--- src/sv/stereo_linear_fade_ramp_defines.svh ---
// assertion macros for the stereo linear fade ramp
`ifndef STEREO_LINEAR_FADE_RAMP_DEFINES_SVH
`define STEREO_LINEAR_FADE_RAMP_DEFINES_SVH

`ifndef SYNTH
// property that must hold at every clock edge out of reset
`define SFR_ASSERT(label, prop) \
  label: assert property (@(posedge clk) disable iff (!rst_n) prop) \
    else $error("sfr assertion failed");
// condition that must never be seen out of reset
`define SFR_NEVER(label, cond) \
  label: assert property (@(posedge clk) disable iff (!rst_n) !(cond)) \
    else $error("sfr forbidden condition seen");
`else
`define SFR_ASSERT(label, prop)
`define SFR_NEVER(label, cond)
`endif

`endif

--- src/sv/sfr_pkg.sv ---
// shared types and constants of the stereo linear fade ramp
`timescale 1ns / 1ps
package sfr_pkg;

  localparam int FIELD_BITS = 32;
  localparam int STEP_BITS  = 25;
  localparam int CFG_DATA_BITS = 32;
  localparam int CFG_ADDR_BITS = 3;

  localparam logic [STEP_BITS-1:0] GAIN_STEP_RESET = 25'd3804;

  // register index, taken from address bit 2
  typedef enum logic {
    REG_GAIN_STEP = 1'b0,
    REG_RAMP_DIR  = 1'b1
  } sfr_reg_t;

  // per-frame control from the gain sequencer to the lanes
  typedef struct packed {
    logic scale;
    logic mute;
    logic busy;
  } sfr_frame_ctl_t;

endpackage

--- src/sv/sfr_if.sv ---
// valid/ready channel interfaces for input frames and scaled frames
`timescale 1ns / 1ps
interface sfr_in_if import sfr_pkg::*; ();
  logic                         valid;
  logic                         ready;
  logic signed [FIELD_BITS-1:0] left_sample;
  logic signed [FIELD_BITS-1:0] right_sample;
  logic                         restart_ramp;

  modport source (output valid, output left_sample, output right_sample,
                  output restart_ramp, input ready);
  modport sink (input valid, input left_sample, input right_sample,
                input restart_ramp, output ready);
endinterface

interface sfr_out_if import sfr_pkg::*; ();
  logic                         valid;
  logic                         ready;
  logic signed [FIELD_BITS-1:0] left_scaled;
  logic signed [FIELD_BITS-1:0] right_scaled;
  logic                         ramp_busy;

  modport source (output valid, output left_scaled, output right_scaled,
                  output ramp_busy, input ready);
  modport sink (input valid, input left_scaled, input right_scaled,
                input ramp_busy, output ready);
endinterface

--- src/sv/sfr_gain_ctrl.sv ---
// running gain sequencer: restart, step and end of ramp per accepted frame
`timescale 1ns / 1ps
module sfr_gain_ctrl import sfr_pkg::*; #(
  parameter int GAIN_FRAC_BITS = 24
) (
  input  logic                    clk,
  input  logic                    rst_n,
  input  logic                    in_fire,
  input  logic                    restart_ramp,
  input  logic [STEP_BITS-1:0]    gain_step,
  input  logic                    ramp_dir,
  output logic [GAIN_FRAC_BITS:0] gain_used,
  output sfr_frame_ctl_t          frame_ctl
);

  localparam int LW    = GAIN_FRAC_BITS + 2;
  localparam int SUM_W = ((LW > STEP_BITS) ? LW : STEP_BITS) + 1;
  localparam logic [LW-1:0] GainOne = {{(LW-1){1'b0}}, 1'b1} << GAIN_FRAC_BITS;

  logic [LW-1:0]    level_r, level_nxt;
  logic             ramping_r, ramping_nxt;
  logic             silenced_r, silenced_nxt;
  logic             restart;
  logic [LW-1:0]    eff_level;
  logic             eff_ramp;
  logic             eff_sil;
  logic [SUM_W-1:0] sum;

  always_comb begin
    restart   = in_fire && restart_ramp;
    eff_level = restart ? (ramp_dir ? GainOne : '0) : level_r;
    eff_ramp  = restart || ramping_r;
    eff_sil   = restart ? 1'b0 : silenced_r;

    level_nxt    = eff_level;
    ramping_nxt  = eff_ramp;
    silenced_nxt = eff_sil;
    sum          = SUM_W'(eff_level) + SUM_W'(gain_step);

    if (eff_ramp) begin
      if (!ramp_dir) begin
        if (sum >= SUM_W'(GainOne)) begin
          level_nxt   = GainOne;
          ramping_nxt = 1'b0;
        end else begin
          level_nxt = sum[LW-1:0];
        end
      end else begin
        // underflow ends the fade-out and mutes; landing on zero does not
        if (SUM_W'(gain_step) > SUM_W'(eff_level)) begin
          level_nxt    = '0;
          ramping_nxt  = 1'b0;
          silenced_nxt = 1'b1;
        end else begin
          level_nxt = eff_level - LW'(gain_step);
        end
      end
    end
  end

  always_ff @(posedge clk) begin
    if (!rst_n) begin
      level_r    <= '0;
      ramping_r  <= 1'b0;
      silenced_r <= 1'b0;
    end else if (in_fire) begin
      level_r    <= level_nxt;
      ramping_r  <= ramping_nxt;
      silenced_r <= silenced_nxt;
    end
  end

  // gain never exceeds 1.0, so the top bit of the level is not needed here
  assign gain_used       = eff_level[GAIN_FRAC_BITS:0];
  assign frame_ctl.scale = eff_ramp;
  assign frame_ctl.mute  = !eff_ramp && eff_sil;
  assign frame_ctl.busy  = ramping_nxt;

endmodule

--- src/sv/sfr_lane.sv ---
// one channel lane: magnitude, gain multiply, round and saturate
`timescale 1ns / 1ps
module sfr_lane import sfr_pkg::*; #(
  parameter int SAMPLE_BITS    = 32,
  parameter int GAIN_FRAC_BITS = 24
) (
  input  logic                    clk,
  input  logic                    ld_a,
  input  logic                    ld_b,
  input  logic [FIELD_BITS-1:0]   sample,
  input  logic [GAIN_FRAC_BITS:0] gain,
  input  sfr_frame_ctl_t          frame_ctl,
  output logic [FIELD_BITS-1:0]   result
);

  localparam int GW = GAIN_FRAC_BITS + 1;
  localparam int PW = SAMPLE_BITS + GW;
  localparam int QW = PW + 1 - GAIN_FRAC_BITS;
  localparam logic [PW:0] HalfW = {{PW{1'b0}}, 1'b1} << (GAIN_FRAC_BITS - 1);
  localparam logic [QW-1:0] MinMagQ = {{(QW-1){1'b0}}, 1'b1} << (SAMPLE_BITS - 1);
  localparam logic [QW-1:0] MaxQ = MinMagQ - 1'b1;

  logic [SAMPLE_BITS-1:0] samp_in;
  logic [SAMPLE_BITS-1:0] mag_in;

  logic [SAMPLE_BITS-1:0] samp_a_r;
  logic [SAMPLE_BITS-1:0] mag_a_r;
  logic [GW-1:0]          gain_a_r;
  sfr_frame_ctl_t         ctl_a_r;

  logic [SAMPLE_BITS-1:0] samp_b_r;
  logic [PW-1:0]          prod_b_r;
  sfr_frame_ctl_t         ctl_b_r;

  logic [PW:0]            rnd_sum;
  logic [PW:0]            rnd_diff;
  logic                   below_half;
  logic [QW-1:0]          q_pos;
  logic [QW-1:0]          q_neg;
  logic [SAMPLE_BITS-1:0] scaled;
  logic [SAMPLE_BITS-1:0] picked;

  assign samp_in = sample[SAMPLE_BITS-1:0];
  assign mag_in  = samp_in[SAMPLE_BITS-1] ? SAMPLE_BITS'(~samp_in + 1'b1) : samp_in;

  always_ff @(posedge clk) begin
    if (ld_a) begin
      samp_a_r <= samp_in;
      mag_a_r  <= mag_in;
      gain_a_r <= gain;
      ctl_a_r  <= frame_ctl;
    end
  end

  always_ff @(posedge clk) begin
    if (ld_b) begin
      samp_b_r <= samp_a_r;
      prod_b_r <= PW'(mag_a_r) * PW'(gain_a_r);
      ctl_b_r  <= ctl_a_r;
    end
  end

  // positives round half up, negatives half toward zero; below half is 0
  always_comb begin
    rnd_sum    = {1'b0, prod_b_r} + HalfW;
    rnd_diff   = {1'b0, prod_b_r} - HalfW;
    below_half = {1'b0, prod_b_r} < HalfW;
    q_pos      = rnd_sum[PW:GAIN_FRAC_BITS];
    q_neg      = below_half ? '0 : rnd_diff[PW:GAIN_FRAC_BITS];

    if (!samp_b_r[SAMPLE_BITS-1]) begin
      scaled = (q_pos > MaxQ) ? {1'b0, {(SAMPLE_BITS-1){1'b1}}} : q_pos[SAMPLE_BITS-1:0];
    end else begin
      scaled = (q_neg > MinMagQ) ? {1'b1, {(SAMPLE_BITS-1){1'b0}}}
                                 : SAMPLE_BITS'(~q_neg[SAMPLE_BITS-1:0] + 1'b1);
    end

    if (ctl_b_r.scale) begin
      picked = scaled;
    end else if (ctl_b_r.mute) begin
      picked = '0;
    end else begin
      picked = samp_b_r;
    end
  end

  assign result = FIELD_BITS'(signed'(picked));

endmodule

--- src/sv/stereo_linear_fade_ramp.sv ---
// top level of the stereo linear fade ramp: config, gain sequencer, lanes, merge
//
//   port     direction  handshake            word
//   in_ch    sink       valid/ready          left_sample, right_sample, restart_ramp
//   out_ch   source     valid/ready          left_scaled, right_scaled, ramp_busy
//   cfg_*    slave      apb, pready tied 1   gain_step @0x0, ramp_direction @0x4
//
// one frame per cycle while the output is not stalled; each frame passes lane stages a and b, then the merge stage
// the gain update is a registered add/compare loop, the multiply sits in its own stage
// every stage moves when the one after it is empty or moving, so bubbles are absorbed
// a stalled output holds the last stage; input stops only when all three stages are full
// reset clears the pipeline valids, the ramp state and loads the register reset values
`timescale 1ns / 1ps
`include "stereo_linear_fade_ramp_defines.svh"
module stereo_linear_fade_ramp import sfr_pkg::*; #(
  parameter int SAMPLE_BITS    = 32,
  parameter int GAIN_FRAC_BITS = 24
) (
  input  logic                     clk,
  input  logic                     rst_n,
  sfr_in_if.sink                   in_ch,
  sfr_out_if.source                out_ch,
  input  logic                     cfg_psel,
  input  logic                     cfg_penable,
  input  logic                     cfg_pwrite,
  input  logic [CFG_ADDR_BITS-1:0] cfg_paddr,
  input  logic [CFG_DATA_BITS-1:0] cfg_pwdata,
  output logic [CFG_DATA_BITS-1:0] cfg_prdata,
  output logic                     cfg_pready
);

  localparam logic [GAIN_FRAC_BITS:0] GainOne =
    {{GAIN_FRAC_BITS{1'b0}}, 1'b1} << GAIN_FRAC_BITS;

  logic [STEP_BITS-1:0] step_r, step_nxt;
  logic                 dir_r, dir_nxt;
  logic                 cfg_wr;
  sfr_reg_t             cfg_sel;

  logic v1_r, v2_r, v3_r;
  logic en1, en2, en3;
  logic in_fire;
  logic busy1_r, busy2_r, busy3_r;

  logic [GAIN_FRAC_BITS:0] gain_used;
  sfr_frame_ctl_t          frame_ctl;
  logic [FIELD_BITS-1:0]   left_res, right_res;
  logic [FIELD_BITS-1:0]   left_r, right_r;

  // configuration registers, word addressed by bit 2
  assign cfg_pready = 1'b1;
  assign cfg_wr     = cfg_psel && cfg_penable && cfg_pwrite;
  assign cfg_sel    = sfr_reg_t'(cfg_paddr[2]);

  always_comb begin
    step_nxt   = step_r;
    dir_nxt    = dir_r;
    cfg_prdata = '0;
    case (cfg_sel)
      REG_GAIN_STEP: begin
        cfg_prdata = CFG_DATA_BITS'(step_r);
        if (cfg_wr) step_nxt = cfg_pwdata[STEP_BITS-1:0];
      end
      REG_RAMP_DIR: begin
        cfg_prdata = CFG_DATA_BITS'(dir_r);
        if (cfg_wr) dir_nxt = cfg_pwdata[0];
      end
      default: begin
        cfg_prdata = '0;
      end
    endcase
  end

  always_ff @(posedge clk) begin
    if (!rst_n) begin
      step_r <= GAIN_STEP_RESET;
      dir_r  <= 1'b0;
    end else begin
      step_r <= step_nxt;
      dir_r  <= dir_nxt;
    end
  end

  // pipeline flow control
  assign en3         = !v3_r || out_ch.ready;
  assign en2         = !v2_r || en3;
  assign en1         = !v1_r || en2;
  assign in_ch.ready = en1;
  assign in_fire     = in_ch.valid && en1;

  always_ff @(posedge clk) begin
    if (!rst_n) begin
      v1_r <= 1'b0;
      v2_r <= 1'b0;
      v3_r <= 1'b0;
    end else begin
      if (en1) v1_r <= in_ch.valid;
      if (en2) v2_r <= v1_r;
      if (en3) v3_r <= v2_r;
    end
  end

  sfr_gain_ctrl #(
    .GAIN_FRAC_BITS (GAIN_FRAC_BITS)
  ) u_gain_ctrl (
    .clk          (clk),
    .rst_n        (rst_n),
    .in_fire      (in_fire),
    .restart_ramp (in_ch.restart_ramp),
    .gain_step    (step_r),
    .ramp_dir     (dir_r),
    .gain_used    (gain_used),
    .frame_ctl    (frame_ctl)
  );

  sfr_lane #(
    .SAMPLE_BITS    (SAMPLE_BITS),
    .GAIN_FRAC_BITS (GAIN_FRAC_BITS)
  ) u_lane_left (
    .clk       (clk),
    .ld_a      (en1),
    .ld_b      (en2),
    .sample    (in_ch.left_sample),
    .gain      (gain_used),
    .frame_ctl (frame_ctl),
    .result    (left_res)
  );

  sfr_lane #(
    .SAMPLE_BITS    (SAMPLE_BITS),
    .GAIN_FRAC_BITS (GAIN_FRAC_BITS)
  ) u_lane_right (
    .clk       (clk),
    .ld_a      (en1),
    .ld_b      (en2),
    .sample    (in_ch.right_sample),
    .gain      (gain_used),
    .frame_ctl (frame_ctl),
    .result    (right_res)
  );

  // merge stage: both lanes and the ramp status into one output word
  always_ff @(posedge clk) begin
    if (en1) busy1_r <= frame_ctl.busy;
    if (en2) busy2_r <= busy1_r;
    if (en3) begin
      busy3_r <= busy2_r;
      left_r  <= left_res;
      right_r <= right_res;
    end
  end

  assign out_ch.valid        = v3_r;
  assign out_ch.left_scaled  = left_r;
  assign out_ch.right_scaled = right_r;
  assign out_ch.ramp_busy    = busy3_r;

  `SFR_ASSERT(a_gain_le_one, in_fire |-> (gain_used <= GainOne))
  `SFR_NEVER(a_scale_and_mute, in_fire && frame_ctl.scale && frame_ctl.mute)
  `SFR_ASSERT(a_fade_out_start, (in_fire && in_ch.restart_ramp && dir_r) |-> (gain_used == GainOne))
  `SFR_ASSERT(a_stall_only_full, !in_ch.ready |-> (v1_r && v2_r && v3_r && !out_ch.ready))

endmodule
--- src/flat_wrapper.sv ---
// flat-port wrapper written by rule: the top's interface ports become plain ports
module stereo_linear_fade_ramp_flat import sfr_pkg::*;
#(
  parameter int SAMPLE_BITS    = 32,
  parameter int GAIN_FRAC_BITS = 24
)
  (clk, rst_n, cfg_psel, cfg_penable, cfg_pwrite, cfg_paddr, cfg_pwdata, cfg_prdata, cfg_pready, in_ch_valid, in_ch_left_sample, in_ch_right_sample, in_ch_restart_ramp, in_ch_ready, out_ch_valid, out_ch_left_scaled, out_ch_right_scaled, out_ch_ramp_busy, out_ch_ready);
  sfr_in_if in_ch_i ();
  sfr_out_if out_ch_i ();
  input  logic clk;
  input  logic rst_n;
  input  logic cfg_psel;
  input  logic cfg_penable;
  input  logic cfg_pwrite;
  input  logic [CFG_ADDR_BITS-1:0] cfg_paddr;
  input  logic [CFG_DATA_BITS-1:0] cfg_pwdata;
  output logic [CFG_DATA_BITS-1:0] cfg_prdata;
  output logic cfg_pready;
  input wire logic [$bits(in_ch_i.valid)-1:0] in_ch_valid;
  input wire logic [$bits(in_ch_i.left_sample)-1:0] in_ch_left_sample;
  input wire logic [$bits(in_ch_i.right_sample)-1:0] in_ch_right_sample;
  input wire logic [$bits(in_ch_i.restart_ramp)-1:0] in_ch_restart_ramp;
  output wire logic [$bits(in_ch_i.ready)-1:0] in_ch_ready;
  output wire logic [$bits(out_ch_i.valid)-1:0] out_ch_valid;
  output wire logic [$bits(out_ch_i.left_scaled)-1:0] out_ch_left_scaled;
  output wire logic [$bits(out_ch_i.right_scaled)-1:0] out_ch_right_scaled;
  output wire logic [$bits(out_ch_i.ramp_busy)-1:0] out_ch_ramp_busy;
  input wire logic [$bits(out_ch_i.ready)-1:0] out_ch_ready;
  assign in_ch_i.valid = in_ch_valid;
  assign in_ch_i.left_sample = in_ch_left_sample;
  assign in_ch_i.right_sample = in_ch_right_sample;
  assign in_ch_i.restart_ramp = in_ch_restart_ramp;
  assign in_ch_ready = in_ch_i.ready;
  assign out_ch_valid = out_ch_i.valid;
  assign out_ch_left_scaled = out_ch_i.left_scaled;
  assign out_ch_right_scaled = out_ch_i.right_scaled;
  assign out_ch_ramp_busy = out_ch_i.ramp_busy;
  assign out_ch_i.ready = out_ch_ready;
  stereo_linear_fade_ramp #(.SAMPLE_BITS(SAMPLE_BITS), .GAIN_FRAC_BITS(GAIN_FRAC_BITS)) u_core (.clk(clk), .rst_n(rst_n), .in_ch(in_ch_i), .out_ch(out_ch_i), .cfg_psel(cfg_psel), .cfg_penable(cfg_penable), .cfg_pwrite(cfg_pwrite), .cfg_paddr(cfg_paddr), .cfg_pwdata(cfg_pwdata), .cfg_prdata(cfg_prdata), .cfg_pready(cfg_pready));
endmodule
--- config.mk ---
export PLATFORM = sky130hd
export DESIGN_NAME = stereo_linear_fade_ramp_flat
export DESIGN_NICKNAME = d
export VERILOG_FILES = /design/src/sv/sfr_pkg.sv /design/src/sv/sfr_if.sv /design/src/sv/sfr_gain_ctrl.sv /design/src/sv/sfr_lane.sv /design/src/sv/stereo_linear_fade_ramp.sv /design/src/flat_wrapper.sv
export VERILOG_INCLUDE_DIRS = /design/src /design/src/sv
export SDC_FILE = /design/constraint.sdc
export NUM_CORES = 2
export LEC_CHECK = 0
export BUFFER_PORTS_ARGS = -buffer_cell sky130_fd_sc_hd__buf_2
export CORE_UTILIZATION = 65
export DETAILED_ROUTE_END_ITERATION = 16
export GPL_TIMING_DRIVEN = 1
export HOLD_SLACK_MARGIN = 0.02
export PLACE_DENSITY = 0.83
export RECOVER_POWER = 50
export SYNTH_ARGS = -nofsm -noshare
export SYNTH_HDL_FRONTEND = slang
export SYNTH_SLANG_ARGS = --single-unit
--- constraint.sdc ---
create_clock -name clk -period 14.04 [get_ports clk]
set_clock_uncertainty 0.1 [all_clocks]
set_input_delay 2.808 -clock clk [delete_from_list [all_inputs] [get_ports clk]]
set_output_delay 2.808 -clock clk [all_outputs]
set_load 0.05 [all_outputs]
==> run summary <==
Status: finished with violations
Failing checks: capacitance limit, slew limit
CTS tree: built
Overall Global Routing Usage: 35.56%
Power per cell area: 113.0 nW/um^2
Seq cells post-synth: 411
Final hold vios: 0
Data required, critical path: 14.31 ns
Design Power: 8617 uW
Synth area leaders: fa_1, edfxtp_1, inv_1
Final worst slack: 5.097 ns
Vias/cell: 6.010
Avg Synthesized Cell Area: 9.411 um^2
Vias in the first global route: 58.71k
Commonest non-fill, non-tap cell in the layout: inv_1
Die H: 337.3 um
Area growth syn-to-layout: 4.380%
Sequential-to-total area share from yosys stat: 16.11%
GPL Wtd Cong: 0.9683
Max-cap violations: 7
Std-Cell Rows: 122
Worst Path Arrival: 9.22 ns
Ordered list of cells on the worst path: nand2_1 -> fa_1 -> inv_1 -> fa_1 -> inv_1 -> fa_1 -> fa_1 -> inv_1 -> fa_1 -> fa_1 -> fa_1 -> ha_1 -> nand3_1 -> nor2_1 -> and4_1 -> o2111a_1 -> nor2_1 -> o21ai_0 -> a21boi_0 -> o21bai_1 -> a21oi_1 -> xnor2_1
Unrepaired setup endpoints after global routing: no
Multi-input gate area: 53750 um^2
Largest family of logic cells by synthesized area: adder cells
Synth warn: 0
Synth Area in Compound Gates: 7.270%
PortBufs: 189
# resized after CTS: 0
Largest net degree at the start of global routing: 79
Register Area: 11770 um^2
Post-Synth Adder-Cell Area: 45.10%
Finished Cell Area: 76280 um^2
Drt first pass iters: 6
Fillers: 8403
Drt total wl: 195.3 mm
Slew HR: -210.0%
Post-synth top area cell: fa_1
Critical Path End Type: flip-flop
Initial DRC count: 5057
Antenna violations before repair: 7
Wl on met1: 74.85 mm
Final setup violation count: 0
Synth Instances: 7765
Commonest cells after routing, fill and taps aside: inv_1, fa_1, nand2_1
Post-layout util: 68.64%
Synth Area in Simple Gates: 17.29%
HP Class: flip-flop to flip-flop
Worst Setup Start Kind: flip-flop
Routed wl met2: 89.13 mm
Post-layout nets: 9573
Highest layer used for signal routing: met5
CP max stage delay: 1.34 ns
Io pins: 207
Slowest cell on the critical path: edfxtp_1
Max H-tree Level: 2
Crit-path most repeated cell: fa_1
Slew @ Worst Pin: 4.649 ns
EDFF count, synth: 354
Multiplexer share of the synthesized area: 0.1575%
Crit path time final: 8.943 ns
Worst-case clock buffer depth: 3
LEAKAGE: 0.03641 uW
Post-CTS Setup Repair Bufs: 0
Max-slew violation count: 390
WL met3: 22.27 mm
Netlist cell types: 107
Fraction of layout cells with a size suffix above 1: 4.044%
Netlist Area Pre-Place: 73080 um^2
Clock sink total: 411
First-pass GRT wire length: 313.5 mm
Pre-CTS setup slack: 5.262 ns
Setup TNS: 0 ns
Tcrit/Tclk final: 63.69%
DRC: 0
Top_reg_cell synth: edfxtp_1
Grt total ovfl: 0
CP Max Fanout: 25
Num CTS Buffers: 46
Clk slew on worst S/H paths: 0.07 ns
Peak supply drop: 0.1193 mV
Core box area: 111100 um^2
Hold Buf Count CTS: 0
Placed inst area: 74890 um^2
Crit Path Class: flip-flop to flip-flop
Clock Root Buffer: clkbuf_16
Clk Latency, worst-skew pair: 0.67 ns
Starting Density: 65.76%
Antenna Nets Post-Route: 0
Post-synthesis async set-or-reset flop share: 0%
XOR/XNOR Fraction of Synth Area: 3.655%
FMAX: 111.8 MHz
Chip width: 337.3 um
Top-area cell type share of the netlist area: 37.64%
Detail Placement HPWL: 143.2 mm
DR WL/cell: 21.28 um
Vias: 55.18k
Die area: 113800 um^2
kinds of logic (layout without fill, tap and decap cells):
| kind of cell | after synthesis | count (layout) |
|---|---|---|
| muxes | 11 | 11 |
| xor gates and xnor gates | 305 | 305 |
| buffers and inverters | 1991 | 1911 |
| DFF | 411 | 411 |
| AOI/OAI and AO/OA | 784 | 784 |
| other | 2 | 10 |
| and+or+nand+nor | 2451 | 2451 |
| adders and majority gates | 1810 | 1810 |
cells in the mapped netlist (24+ instances only):
cell type	n
a21boi_0	24
a21o_1	59
a21oi_1	219
a221o_1	57
a31oi_1	26
and2_1	872
and3_1	33
clkbuf_1	401
dfxtp_1	57
edfxtp_1	354
fa_1	1374
ha_1	436
inv_1	1537
nand2_1	974
nand3_1	77
nand4_1	38
nor2_1	178
nor3_1	59
o211ai_1	24
o21a_1	24
o21ai_0	133
o21bai_1	25
o31ai_1	32
or3_1	34
xnor2_1	212
xor2_1	93
flip-flops by register name, summed over array words and instances, names as in the netlist, 32 cells and up:
signal                        flops
u_core.u_lane_right.samp_b_r     32
u_core.u_lane_left.samp_b_r      32
u_core.u_lane_left.samp_a_r      32
u_core.u_lane_left.prod_b_r      34
u_core.out_ch.left_scaled        32
u_core.u_lane_right.samp_a_r     32
u_core.out_ch.right_scaled       32
u_core.u_lane_right.prod_b_r     34
final timing paths:
path	endpoint	depth (start not counted)	slack [ns]	startpoint
worst min register to register	u_core.u_lane_right.samp_b_r[23]	0	0.30	u_core.u_lane_right.samp_a_r[23]
worst min-delay path	u_core.u_lane_right.samp_b_r[23]	0	0.30	u_core.u_lane_right.samp_a_r[23]
worst max-delay path	u_core.u_lane_right.prod_b_r[39]	22	5.10	u_core.u_lane_right.mag_a_r[19]
worst max register to register	u_core.u_lane_right.prod_b_r[39]	22	5.10	u_core.u_lane_right.mag_a_r[19]
area by class of cell:
type	instances	share of cell area, %
multi-input cells	5369	70.46
flip-flops and latches	411	15.43
inverters	1537	7.565
well taps	1488	2.441
repair buffers	291	2.008
clock buffers	50	1.542
clock inverters	33	0.5413
diodes	2	0.006561
where the power goes:
part / internal, uW / switching (uW) / total (uW)
Sequential: 1620 / 349 / 1970
Combinational: 1960 / 3390 / 5350
Clock: 745 / 560 / 1300
Total: 4320 / 4290 / 8620
worst max-delay path: cells and delay by family, from the launching register on:
kind	cells	cell delay, ns
fa+ha+maj	8	3.99
simple gates	5	1.25
xor+xnor	1	0.15
compound gates	5	1.67
flops	1	1.34
buf+inv	3	0.16
layer usage:
metal,up-vias,GRT usage [%]
met5,-,0
met4,4,15.26
met3,641,7.927
met2,3226,55.97
met1,27620,47.66
li1,23690,-
through the flow:
step	instances	hold slack, ns
2_1_floorplan	7771	0.3003
3_3_place_gp	9096	0.3007
3_5_place_dp	9096	0.3045
4_1_cts	9179	0.3052
5_1_grt	9180	0.3180
6_report	9181	0.3024
(Power assumes the default switching activity.)
